## config.mk

```make
export PLATFORM = sky130hd
export DESIGN_NAME = dde_front
export DESIGN_NICKNAME = d
export VERILOG_FILES = /design/src/design/dual_deque_stack_engine_macros.svh /design/src/design/dde_pkg.sv /design/src/design/dde_front.sv
export SDC_FILE = /design/constraint.sdc
export NUM_CORES = 1
export LEC_CHECK = 0
export CAP_MARGIN = 20
export CORE_AREA = 2 2 76 78
export CTS_CLUSTER_DIAMETER = 60
export DETAILED_ROUTE_END_ITERATION = 10
export DIE_AREA = 0 0 78 80
export DONT_BUFFER_PORTS = 1
export HOLD_SLACK_MARGIN = 0.1
export PLACE_DENSITY = 0.69
export SETUP_SLACK_MARGIN = 0.1
export SYNTH_ARGS = -nofsm -noshare
export SYNTH_HDL_FRONTEND = slang
export SYNTH_SLANG_ARGS = --single-unit
```

## constraint.sdc

```tcl
create_clock -name clk -period 1.85 [get_ports clk]
set_input_delay 0.4625 -clock clk [delete_from_list [all_inputs] [get_ports clk]]
set_output_delay 0.4625 -clock clk [all_outputs]
set_load 0.02 [all_outputs]
```

## src/design/dual_deque_stack_engine_macros.svh

```systemverilog
// Assertion macros for the dual deque engine.
`ifndef DUAL_DEQUE_STACK_ENGINE_MACROS_SVH
`define DUAL_DEQUE_STACK_ENGINE_MACROS_SVH

`ifndef SYNTH
`define DDE_ASSERT_IMPL(label, clk, rst, ante, cons) \
  label: assert property (@(posedge clk) disable iff (rst) (ante) |-> (cons)) \
    else $error("dde assertion failed");
`define DDE_ASSERT_NEXT(label, clk, rst, ante, cons) \
  label: assert property (@(posedge clk) disable iff (rst) (ante) |=> (cons)) \
    else $error("dde assertion failed");
`else
`define DDE_ASSERT_IMPL(label, clk, rst, ante, cons)
`define DDE_ASSERT_NEXT(label, clk, rst, ante, cons)
`endif

`endif

```

## src/design/dde_pkg.sv

```systemverilog
package dde_pkg;

  localparam int DEQUE_DEPTH = 512;
  localparam int AW = $clog2(DEQUE_DEPTH);
  localparam int CW = $clog2(DEQUE_DEPTH + 1);
  localparam int DW = 32;

  typedef logic [AW-1:0] idx_t;
  typedef logic [CW-1:0] cnt_t;

  localparam cnt_t DEPTH_CNT = cnt_t'(DEQUE_DEPTH);
  localparam cnt_t TWO_CNT = cnt_t'(2);
  localparam idx_t LAST_IDX = idx_t'(DEQUE_DEPTH - 1);
  localparam logic [CW:0] DEPTH_WIDE = (CW + 1)'(DEQUE_DEPTH);

  typedef enum logic [2:0] {
    MODE_PUSH_BACK  = 3'd0,
    MODE_PUSH_FRONT = 3'd1,
    MODE_POP_BACK   = 3'd2,
    MODE_POP_FRONT  = 3'd3,
    MODE_SWAP       = 3'd4,
    MODE_ROT_DOWN   = 3'd5,
    MODE_ROT_UP     = 3'd6,
    MODE_TRANSFER   = 3'd7
  } mode_t;

  typedef enum logic [1:0] {
    STAT_OK    = 2'd0,
    STAT_EMPTY = 2'd1,
    STAT_FULL  = 2'd2,
    STAT_FEW   = 2'd3
  } status_t;

  typedef enum logic [2:0] {
    ST_IDLE,
    ST_READ2,
    ST_DATA,
    ST_SWAP_W1,
    ST_SWAP_W2
  } state_t;

  typedef struct packed {
    mode_t                 mode;
    logic                  sel;
    logic                  rd;
    logic signed [DW-1:0]  value;
  } cmd_t;

  typedef struct packed {
    logic signed [DW-1:0]  value;
    status_t               status;
    cnt_t                  count_a;
    cnt_t                  count_b;
  } res_t;

  function automatic idx_t idx_add(idx_t h, cnt_t f);
    logic [CW:0] s;
    s = {{(CW + 1 - AW){1'b0}}, h} + {1'b0, f};
    if (s >= DEPTH_WIDE) begin
      s = s - DEPTH_WIDE;
    end
    return s[AW-1:0];
  endfunction

  function automatic idx_t idx_dec(idx_t h);
    return (h == '0) ? LAST_IDX : h - 1'b1;
  endfunction

  function automatic idx_t idx_inc(idx_t h);
    return (h == LAST_IDX) ? '0 : h + 1'b1;
  endfunction

endpackage

```

## src/design/dde_front.sv

```systemverilog
module dde_front import dde_pkg::*; (
  input  logic                 clk,
  input  logic                 rst,
  input  logic                 push,
  output logic                 full,
  input  logic [2:0]           mode,
  input  logic                 which_deque,
  input  logic signed [DW-1:0] push_value,
  output logic                 cmd_valid,
  output cmd_t                 cmd,
  input  logic                 cmd_take
);

  cmd_t       slot [2];
  cmd_t       incoming;
  logic [1:0] cnt;
  logic       wp;
  logic       rp;
  logic       accept;

  always_comb begin
    incoming.mode  = mode_t'(mode);
    incoming.sel   = which_deque;
    incoming.value = push_value;
    case (incoming.mode) inside
      MODE_PUSH_BACK, MODE_PUSH_FRONT: incoming.rd = 1'b0;
      default:                         incoming.rd = 1'b1;
    endcase
  end

  assign full      = (cnt == 2'd2);
  assign accept    = push && !full;
  assign cmd_valid = (cnt != 2'd0);
  assign cmd       = slot[rp];

  always_ff @(posedge clk) begin
    if (accept) begin
      slot[wp] <= incoming;
    end
  end

  always_ff @(posedge clk) begin
    if (rst) begin
      cnt <= 2'd0;
      wp  <= 1'b0;
      rp  <= 1'b0;
    end else begin
      if (accept) begin
        wp <= ~wp;
      end
      if (cmd_take) begin
        rp <= ~rp;
      end
      cnt <= cnt + {1'b0, accept} - {1'b0, cmd_take};
    end
  end

endmodule

```

After elaboration in Yosys (flattened, before gate mapping)
Memories as Yosys holds them, arrays and structs flattened. A register that Yosys moved wholly into a read port is not among the register bits. Cells that the tools add are included.

Memories kept: 1. Flip-flop bits (word level): 4. Logic and storage cells: 20. Memory bits (writable): 74. Output and inout bits: 39.

Memory list: slot (words 2, width 37, read ports 1, clocked after memory_dff 1, wr ports 1, line dde_front.sv:14) `cmd_t slot [2];`.

Bitwise gates (word level): 2. Eq/ne operators: 2. Multiplexer cells: 5. Reduce and logical (&&, ||, !) cells: 5. $add $sub $neg: 2.

Operator list (count): 2-to-1 mux 1 bit (5); == test 3 x 1 -> 1 bit, second input constant (1); logical NOT 3 bit (1); adder 2 x 1 -> 2 bit (1); == test 2 bit, second input constant (1); inverter 1 bit (2); nonzero test 2 bit (1); OR reduction 2 bit (1); subtractor 2 x 1 -> 2 bit (1); logical AND 1 bit (1); logical NOT 1 bit (1).

Logic depth before layout (Yosys ltp)
Gate-level depths: netlist (run 1).

Word-level depth: 5. Gate-level depth with buffers: 8. Mapped depth without buffers: 8.

Worst setup path after synthesis (run 1)
No wires, ideal clock.

Kind: input to register. Start point: in push. End point: mem slot[0][0] (netlist bit), enable pin. Library setup time: 0.392 ns. Setup slack: -0.130 ns. Stages on the path: 3. Data required time: 1.458 ns. Arrival: 1.588 ns. Cell sequence: inv_1 or3_1 inv_1.

Longest elaborated chain between the ends: 3.

Ends and longest elaborated chain: start, declared (line dde_front.sv:4) `input logic push,`; logical AND 1 bit (line dde_front.sv:32) `assign accept = push && !full;`; 2-to-1 mux 1 bit (line dde_front.sv:37) `if (accept) begin`; 2-to-1 mux 1 bit (not written as such) (line dde_front.sv:38) `slot[wp] <= incoming;`; end, declared (line dde_front.sv:14).

Every way passes these cells.

==> results summary, run 1 <==
The cell sitting at the root of the clock tree is a sky130_fd_sc_hd__clkbuf_8. The initialized floorplan defines 27 standard-cell rows. The required time of the critical path is 1390 ps. Once placement completed, the tool counted placed cells totaling 215.

The pin count of the biggest net entering global routing is 24. Routability-driven placement finished with a final weighted congestion of 0.6048. The summed negative setup slack over all endpoints came out at 0 ps. The initial antenna violation count came to 0.

The count of antenna-violating nets left after detailed routing came out at 0. The first global-routing pass estimated 6.651 mm of wire. The count of yosys warnings during synthesis came out at 0. The worst IR drop on VDD is 0.8039 mV. sky130_fd_sc_hd__edfxtp_1 takes more of the synthesized area than any other cell. The largest driver fanout on the critical path came out at 12. The netlist uses 19 different library cells. The total global-route track usage came out at 0.1504. The iteration-0 DRC count of the detailed router is 65.

After synthesis, the cell types taking the most area are sky130_fd_sc_hd__edfxtp_1 76%, sky130_fd_sc_hd__mux2_2 14%, sky130_fd_sc_hd__dfxtp_1 3.4%, sky130_fd_sc_hd__buf_6 1.2%, sky130_fd_sc_hd__ha_1 0.86%. The critical path data arrival time came out at 1290 ps. The reported net switching power is 0.001107 W. The antenna cell count is 0.

The final hold violation count is 0. The slew at the pin with the worst max-slew slack came out at 299.6 ps. The critical path in this run is classified as reg -> out. In this run the cell area measured after placement is 0.003024 mm^2. The share of the core filled with cells came out at 0.6141. The clock sink total came out at 79. The areal power density over the cells is 1245 mW/mm^2. The finished layout cell area came out at 0.003319 mm^2. Synthesis produced a netlist with a net count of 183. The number of max-slew violations in the final report came out at 0. The final non-filler cell total came out at 232.

The total wire length after detailed routing is 4.525 mm. The average size of a mapped cell came out at 20.66 um^2. The share of total power dissipated in combinational logic is 0.195. The final period utilization is 0.9481. The number of remaining DRC errors is 0. The number of port buffers came out at 0.

The H-tree depth reported by CTS came out at 3. The floorplan die height came out at 80 um. The share of total power dissipated in sequential elements is 0.558. From synthesis to final layout, the design area changed by 13.96%. The highest clock rate is 0.5701 GHz. After clock tree synthesis, the setup repair step added 0 buffers. The sort of element at the start of the critical path is a flip-flop. Setup repair after global routing could not meet its margin everywhere. Of the post-synthesis cell area, the dominant cell type holds 0.7629. The worst setup path is captured at an output pin. The internal power component came out at 0.003024 W. The library cell used most frequently in the layout, excluding fill and tap cells, is sky130_fd_sc_hd__edfxtp_1.

The gate count of the mapped netlist came out at 141. The via count of the first global-routing pass came out at 1280. The total die area came out at 0.006240 mm^2. Before antenna repair, the detailed router went through 2 iterations. The number of buffers added by the clock tree synthesis step came out at 9. The CTS tree is done.

The detailed placer's ending HPWL is 2.965 mm. The run finished with clean final reports. The total setup violations reported at the end of the flow came out at 0. The initial core utilization is 0.5389. The sequential cell area fraction in the yosys report came out at 0.7973. The proportion of power drawn by the clock network is 0.247.

The total number of nets in the final design came out at 197. The clock network latency to the later pin of the worst-skew pair came out at 320 ps. The summed instance area of the synthesized netlist came out at 0.002913 mm^2. The max-capacitance violation count came out at 0.

Leaving out fill and tap cells, the most frequent cells in the layout are 74 x sky130_fd_sc_hd__edfxtp_1, 23 x sky130_fd_sc_hd__mux2_4, 14 x sky130_fd_sc_hd__mux2_2. The relative slew slack is 0.8003. The die width is 78 um.

The final critical delay including setup and external delays came out at 1754 ps. The detailed router placed 1245 vias in this run. The net switching share of the total power is 0.2680.

Clock-pin slew was measured on the worst setup and hold paths at 70 ps. The mean routed wirelength per cell came out at 19.50 um. The path class of the tightest hold or removal check is in -> reg. The via density per instance came out at 5.366. The final global-route overflow total is 0. The flop and latch count out of synthesis is 79.

The boundary pin count is 79. In the final layout, the share of cells above drive strength 1 is 0.3938. The maximum count of clock buffers along a single path is 2.

The clock arrives with 5.324 ps of skew. The area of the core is 0.005405 mm^2. The static leakage came out at 1.162 nW.
worst max-delay path, stage by stage (launching register included):
cell,delay [ps]
sky130_fd_sc_hd__dfxtp_4,400
sky130_fd_sc_hd__buf_12,160
sky130_fd_sc_hd__mux2_2,410
path summary, 6_finish.rpt:
check	startpoint	to	slack [ps]	cells past startpoint
max	flip-flop	cmd[17]	100	2
min	rst	flip-flop	200	1
max reg2reg	cnt[0]	slot[0][29]	250	5
min reg2reg	wp	wp	500	2
cells by family (layout without fill, tap and decap cells):
group | Yosys count | after routing | share of synthesized area
multiplexers | 37 | 37 | 0.1430
buffers and inverters | 8 | 27 | 0.01933
adder cells (fa/ha/maj) | 2 | 2 | 0.008590
AO/OA/AOI/OAI | 2 | 2 | 0.003433
AND/OR/NAND/NOR | 10 | 10 | 0.01933
XOR/XNOR | 3 | 3 | 0.009022
flip-flops | 79 | 79 | 0.7973
power groups by stage:
stage               Combinational, W  Clock, W  Sequential, W
detailed placement          0.000732         0        0.00234
CTS                         0.000746   0.00105        0.00230
global route                0.000862   0.00113        0.00233
global placement            0.000718         0        0.00232
floorplan                   0.000611         0        0.00232
finish                      0.000807   0.00102        0.00230
cell usage after synthesis:
cell / count
sky130_fd_sc_hd__buf_6: 3
sky130_fd_sc_hd__dfxtp_1: 5
sky130_fd_sc_hd__or2_2: 2
sky130_fd_sc_hd__and3_2: 1
sky130_fd_sc_hd__ha_1: 2
sky130_fd_sc_hd__a21oi_1: 1
sky130_fd_sc_hd__nand2_1: 1
sky130_fd_sc_hd__o21ai_0: 1
sky130_fd_sc_hd__nor2b_1: 1
sky130_fd_sc_hd__inv_1: 3
sky130_fd_sc_hd__or3_1: 1
sky130_fd_sc_hd__xnor2_1: 2
sky130_fd_sc_hd__nand2b_2: 1
sky130_fd_sc_hd__inv_2: 1
sky130_fd_sc_hd__buf_4: 1
sky130_fd_sc_hd__edfxtp_1: 74
sky130_fd_sc_hd__nor2_1: 3
sky130_fd_sc_hd__mux2_2: 37
sky130_fd_sc_hd__xor2_1: 1
per-stage QoR:
stage               hold WS (ps)  setup WS, ps  total power [W]
CTS                        177.5         72.24         0.004101
detailed placement         485.0         253.5         0.003070
floorplan                  451.5         172.7         0.002927
finish                     198.1         96.03         0.004131
global placement           466.6         314.5         0.003039
global route               173.1         40.28         0.004318
layout make-up:
class	count	area, um^2
multi-input cells	54	620.6
flip-flops and latches	79	2326
clock buffers	11	131.4
fillers	402	2086
inverters	4	18.77
clock inverters	5	25.02
repair buffers	7	107.6
well taps	72	90.09
timing repair:
item,CTS,global route
gates cloned,0,1
endpoints found under the setup margin,37,37
resized for setup,5,25
hold buffers,0,0
pin swaps,0,0
sequential cells by signal, summed over array words and instances (netlist names), named ones only:
register,cells
rp,1
slot,74
wp,1
cnt,2
routing by layer:
metal | global-route usage | vias up | part of all wire
met3 | 0.06109 | 6 | 0.084
met4 | 0.08947 | 0 | 0.013
met2 | 0.2552 | 48 | 0.55
li1 | - | 567 | -
met5 | 0 | - | 0
met1 | 0.1572 | 624 | 0.35
No activity file was read; power rests on OpenSTA's default activity.
==> run 2, diff against run 1 <==
PLACE_DENSITY = 0.72   (was 0.69)
==> run 2 against run 1 <==
Compared with the run above: sequential share of layout area shrank 3.8 points; combinational power rose by 10%; total power grew 14%; clock-buffer cell count fell by 2; die area did not move; critical endpoint is now cmd[34]; largest power group unchanged.
==> results summary, run 2 (synthesis gave the netlist of run 1 again) <==
In this run the number of H-tree levels came out at 3. Walking the worst path, the cells encountered are clkbuf_16 -> mux2_4. The count of antenna-violating nets left after detailed routing came out at 0. The number of max-slew violations in the final report is 0. The cell family contributing the most delay on the critical path is flip-flops. The largest driver fanout on the critical path came out at 8. The die covers 0.006240 mm^2. The highest clock rate came out at 0.5650 GHz. Of the total power, registers draw 0.492. The proportion of power drawn by the clock network is 0.319. The fraction of layout instances using a drive strength above 1 came out at 0.4259. The via density per instance came out at 5.487. The leading cell type in the layout, fill and taps excluded is sky130_fd_sc_hd__edfxtp_1. The final critical delay including setup and external delays came out at 1770 ps.

The smallest hold slack came out at 178.9 ps. The largest registers in the layout are slot x74, cnt x2. In this run the tool buffered the top-level ports with 0 buffer cells. In this run the tightest slew margin relative to its limit is 0.8298. The required time of the critical path came out at 1390 ps. The post-layout total power is 0.004706 W. Clock tree synthesis selected as its root buffer the cell sky130_fd_sc_hd__clkbuf_8. The maximum count of clock buffers along a single path is 2. After floorplanning, the core was sized to cover 0.005405 mm^2. The critical path capture point type is an output pin.

The combined buffer and inverter count along the critical path is 1. Summed over all layers, the global routing overflow is 0. The iteration-0 DRC count of the detailed router is 75. Summing all multi-input logic gate instances after layout gives 673.1 um^2. The summed negative setup slack over all endpoints came out at 0 ps. The detailed placer's ending HPWL is 3.112 mm. The worst-case IR drop observed on VDD is 0.9465 mV. After detailed routing, the number of remaining DRC violations is 0. In the final routed layout, each cell accounts on average for 21.20 um.

Of the total power, the share spent switching nets is 0.2551. The critical path's slowest cell is sky130_fd_sc_hd__dfxtp_4. The congestion estimate from routability-driven global placement came to 0.6310. The register with the most flip-flops in the layout has 74 of them. The worst setup timing slack at the placement stage is 299.5 ps. In this run the static leakage power is 1.269 nW. Counting flops per register, the top entry is slot. The area growth from synthesis to layout came out at 20.49%. The number of buffers added by the clock tree synthesis step came out at 9. Setup repair after global routing could not meet its margin everywhere. The tool flagged a number of max-cap violations equal to 0.

The number of antenna diodes in the final layout is 0. The relative contribution of combinational cells to total power is 0.189. The internal power component came out at 0.003506 W. The delay of the slowest cell on the worst path came out at 440 ps. The wire length of the first global-routing pass is 6.955 mm.

The storage element area came out at 0.002326 mm^2. The boundary pin count is 79. At the later pin of the worst-skew pair, clock insertion delay measures 340 ps. The total setup violations reported at the end of the flow came out at 0.

The total via count in the routed design came out at 1284. The type of the worst setup path is reg -> out. The final hold violation count is 0. TritonCTS built the clock tree.

In the layout the commonest cells are 74 x sky130_fd_sc_hd__edfxtp_1, 37 x sky130_fd_sc_hd__mux2_4, 9 x sky130_fd_sc_hd__clkbuf_8. The filler cells instantiated in the layout total 366. The total global-route track usage is 0.1585. The pin count of the biggest net entering global routing came out at 21. Of the available clock period, the critical path in the final layout requires 0.9568.

The worst setup path is launched from a flip-flop. The worst hold path belongs to the class in -> reg. Clock skew on the completed layout was measured at 6.542 ps. Dividing total power by cell area gives a power density of 1341 mW/mm^2. The slew at the pin with the worst max-slew slack is 255.3 ps. For this configuration, the core starts out at a cell density of 0.5389. The initial antenna violation count came out at 0.

The via count of the first global-routing pass came to 1344. The total wire length after detailed routing came out at 4.960 mm. Measured along the x axis, the die boundary spans 78 um. From bottom edge to top edge, the die measures 80 um. In the final design database the tool counted 199 nets.

STA puts the critical path data arrival time at 1310 ps. The reported net switching power came out at 0.001201 W. The flow ran to the end, and the final reports show no timing, DRC or antenna violations. The clock transition time at the flip-flop clock pins of the worst setup and hold paths came out at 80 ps. The floorplan has 27 rows. CTS saw 79 sinks. Across all setup checks in the final design, the least slack found is 79.98 ps. The number of iterations in the first detailed-routing pass is 4.
## run 2: cell count changes in the layout (fill, tap and decap cells not counted), moves of 2 or more
| cell | delta |
|---|---|
| sky130_fd_sc_hd__clkinvlp_4 | +2 |
| sky130_fd_sc_hd__bufinv_16 | +3 |
| sky130_fd_sc_hd__mux2_4 | +14 |
| sky130_fd_sc_hd__mux2_2 | -14 |
| sky130_fd_sc_hd__clkinv_2 | -2 |
| sky130_fd_sc_hd__clkbuf_1 | -2 |
| sky130_fd_sc_hd__clkinv_1 | -2 |
## run 2: metal layers
metal	track usage	wire (um)
met3	0.08937	421
met1	0.1615	1813
met4	0.07895	72
met2	0.2621	2652
met5	0	0
## run 2: area by class of cell
class / instances / area share
well taps: 72 / 0.02567
clock buffers: 9 / 0.03529
multi-input cells: 54 / 0.1918
inverters: 4 / 0.005348
clock inverters: 7 / 0.03458
flip-flops and latches: 79 / 0.6627
repair buffers: 9 / 0.04456
## run 2: worst reg2reg max path: cells and delay by family (launching register included)
| kind | cells | cell delay, ps |
|---|---|---|
| and+or+nand+nor | 2 | 530 |
| buffers and inverters | 3 | 390 |
| DFF | 1 | 370 |
## run 2: timing repair
action                                 4_1_cts  5_1_grt
gates resized for setup                      5       39
gates cloned                                 0        3
hold buffers                                 0        0
setup endpoints to repair                   37       37
buffers inserted                             0        0
endpoints found under the hold margin        0        0
pin swaps                                    0        0
## run 2: final timing paths
| kind | start | endpoint | slack [ps] | depth (start not counted) |
|---|---|---|---|---|
| worst min register to register | wp | wp | 510 | 2 |
| worst max register to register | cnt[0] | slot[0][9] | 270 | 5 |
| worst min-delay path | rst | wp | 180 | 1 |
| worst max-delay path | flip-flop | cmd[34] | 80 | 2 |
## run 2: power by group through the flow
stage	Clock [W]	Sequential, W	Combinational (W)
after floorplan	0	0.00232	0.000611
after global placement	0	0.00232	0.000734
after detailed placement	0	0.00234	0.000758
after CTS	0.00153	0.00230	0.000773
after global routing	0.00160	0.00234	0.000940
final	0.00150	0.00232	0.000890
## run 2: stage by stage
stage | utilization | cells | cell area, um^2
2_1_floorplan | - | 141 | 2917
6_report | 0.6493 | 234 | 3510
5_1_grt | 0.6493 | 234 | 3510
4_1_cts | 0.6106 | 231 | 3301
3_5_place_dp | 0.5618 | 215 | 3037
3_3_place_gp | 0.5618 | 215 | 3037
==> run 3, diff against run 2 <==
CORE_AREA = 2 2 70 72   (was 2 2 76 78)
DIE_AREA = 0 0 72 74   (was 0 0 78 80)
PLACE_DENSITY = 0.8   (was 0.72)
clock period = 2.1 ns   (was 1.85 ns; I/O delays follow)
==> run 3 against run 2 <==
Compared with the run above: via count fell by 4.9%; global-route usage rose by 1.1 points; clock-buffer cell count did not move; combinational power fell by 29%; non-clock buffer count fell by 4; core utilization rose by 6.0 points; routed wire length fell by 11%; design area fell by 7.1%; clock power fell by 14%; critical path depth did not move; worst setup slack improved by 130 ps; die area fell by 15%; critical path type unchanged; critical endpoint is now cmd[4]; largest cell class unchanged; largest power group unchanged.
==> results summary, run 3 (synthesis gave the netlist of run 1 again) <==
Summed over all layers, the routed wires come to 4.418 mm. The CTS tree is done. The post-cts hold buffer count is 0.

The count of antenna-violating nets left after detailed routing came out at 0. Of the cells placed in the final design, the portion with a size suffix greater than 1 is 0.4051. The areal power density over the cells came out at 1210 mW/mm^2.

The number of rows created at floorplan is 25. More flip-flops sit in one register than any other, and that register is slot. The final period utilization came out at 0.9011. The number of flip-flops under the largest register name is 74. The tightest min-delay check is of the in -> reg type.

The total setup violations reported at the end of the flow came out at 0. After detailed routing, the number of vias per cell comes to 5.759. The mean routed wirelength per cell is 20.84 um.

For this run, the post-layout net count is 195. The boundary pin count came out at 79. The critical path capture point type is an output pin. The worst setup path is of the reg -> out kind. The detailed placer's ending HPWL is 2.884 mm. The total global-route track usage is 0.1696.

The clock network latency to the later pin of the worst-skew pair came out at 330 ps. Adding up every negative setup slack in the final design gives 0 ps. The die width is 72 um. The pin count of the biggest net entering global routing came out at 32.

The initial antenna violation count is 0. The number of buffers inserted by post-CTS setup repair is 0. Global routing finished with a remaining overflow of 0. The final weighted congestion of routability-driven global placement came out at 0.6446. The required time of the critical path came out at 1570 ps. The total die area is 0.005328 mm^2. The iteration-0 DRC count of the detailed router is 56. The worst pin sits at a relative slew slack of 0.7248.

STA classifies the critical path startpoint as a flip-flop. The startpoint identified for the worst register-to-register timing path is cnt[0]. At the end of the flow the core is filled with cells to 0.7094. The final critical delay including setup and external delays came out at 1892 ps. The highest clock rate came out at 0.5284 GHz.

The area growth from synthesis to layout came out at 11.98%. The via count of the first global-routing pass came out at 1267. The critical path data arrival time is 1370 ps. The library cells used most frequently in the layout, excluding fill and tap cells, are 74 x sky130_fd_sc_hd__edfxtp_1, 37 x sky130_fd_sc_hd__mux2_2, 9 x sky130_fd_sc_hd__clkbuf_8. Across all layers, the routed design uses 1221 vias. The wire length of the first global-routing pass is 6.320 mm.

The endpoint identified for the worst register-to-register timing path is slot[0][11]. The largest registers in the layout are slot x74, cnt x2. The final hold violation count was 0. The worst IR drop on VDD is 0.8231 mV.

The number of filler instances in the final layout came out at 268. The max-capacitance violation count is 0. For the pin with the worst max-slew slack, the measured transition is 412.8 ps.

In this run the static leakage power is 1.098 nW. The maximum count of clock buffers along a single path is 2. Input and output buffers added on the ports amount to 0. The flow ran to the end, and the final reports show no timing, DRC or antenna violations. The area of the core is 0.004598 mm^2. The largest driver fanout on the critical path is 15. Clock tree synthesis selected as its root buffer the cell sky130_fd_sc_hd__clkbuf_8. The floorplan die height is 74 um. Clock tree synthesis found a total of 79 sinks. The count of instances resized after the clock tree is built is 0. The H-tree depth reported by CTS is 3. The number of cells on the worst reg-to-reg path is 5. The clock transition time at the flip-flop clock pins of the worst setup and hold paths is 80 ps. The number of iterations in the first detailed-routing pass came out at 4.

Setup repair after global routing left no endpoint under its margin. The number of buffers added by the clock tree synthesis step came out at 9. On the final layout, the worst clock skew is 6.274 ps. The most critical setup path has its endpoint at cmd[4]. The antenna cell count came out at 0.

The leading cell type in the layout, fill and taps excluded is sky130_fd_sc_hd__edfxtp_1. For this run, design rule violations remaining after detail routing come to 0. The initial core utilization is 0.6335.

The number of max-slew violations in the final report is 0. The worst reg-to-reg setup slack came out at 450 ps.
==> run 3: changes by cell type in the layout (fill, tap and decap cells not counted), sizes merged <==
cell,before,now
buf,7,4
clkinv,1,3
clkinvlp,4,2
clkbuf,11,10
==> run 3: layer usage <==
metal  part of all wire  vias to the layer above  track usage
met5                  0                        -            0
met4              0.021                        0      0.09434
met2               0.52                       65       0.2912
met1               0.38                      583       0.1783
met3              0.079                       10      0.07046
li1                   -                      563            -
==> run 3: worst min-delay path by stage <==
stage | from | endpoint | slack [ps] | depth (start not counted)
after floorplan | wp | wp | 450 | 2
after global placement | wp | wp | 470 | 2
after detailed placement | wp | wp | 530 | 2
after CTS | rst | cnt[0] | 240 | 1
after global routing | rst | cnt[0] | 230 | 1
final | rst | cnt[0] | 250 | 1
==> run 3: cell type report <==
type,instances,area [um^2],area share
Timing Repair Buffer,5,80.08,0.02455
Sequential cell,79,2326,0.7131
Clock buffer,9,123.9,0.03797
Tap cell,54,67.56,0.02071
Inverter,4,18.77,0.005754
Multi-Input combinational cell,54,534.3,0.1638
Clock inverter,7,111.4,0.03414
==> run 3: per-stage QoR <==
stage | area, um^2 | setup WS (ps) | total power, W | cells | hold slack [ps]
3_5_place_dp | 2999 | 422.8 | 0.002696 | 195 | 534.1
2_1_floorplan | 2917 | 360.2 | 0.002578 | 141 | 451.5
6_report | 3262 | 207.6 | 0.003948 | 212 | 251.3
5_1_grt | 3262 | 153.1 | 0.004098 | 212 | 228.8
4_1_cts | 3234 | 120.5 | 0.003975 | 211 | 235.7
3_3_place_gp | 2999 | 459.1 | 0.002663 | 195 | 467.5
==> run 3: worst max-delay path: stages (launching register included) <==
cell and delay (ps):
sky130_fd_sc_hd__dfxtp_4 430, sky130_fd_sc_hd__clkbuf_16 200, sky130_fd_sc_hd__mux2_2 400
==> run 3: report_power, final <==
group	switching [W]	internal (W)
Sequential	0.0000630	0.00197
Clock	0.000505	0.000781
Combinational	0.000419	0.000212
Total	0.000987	0.00296
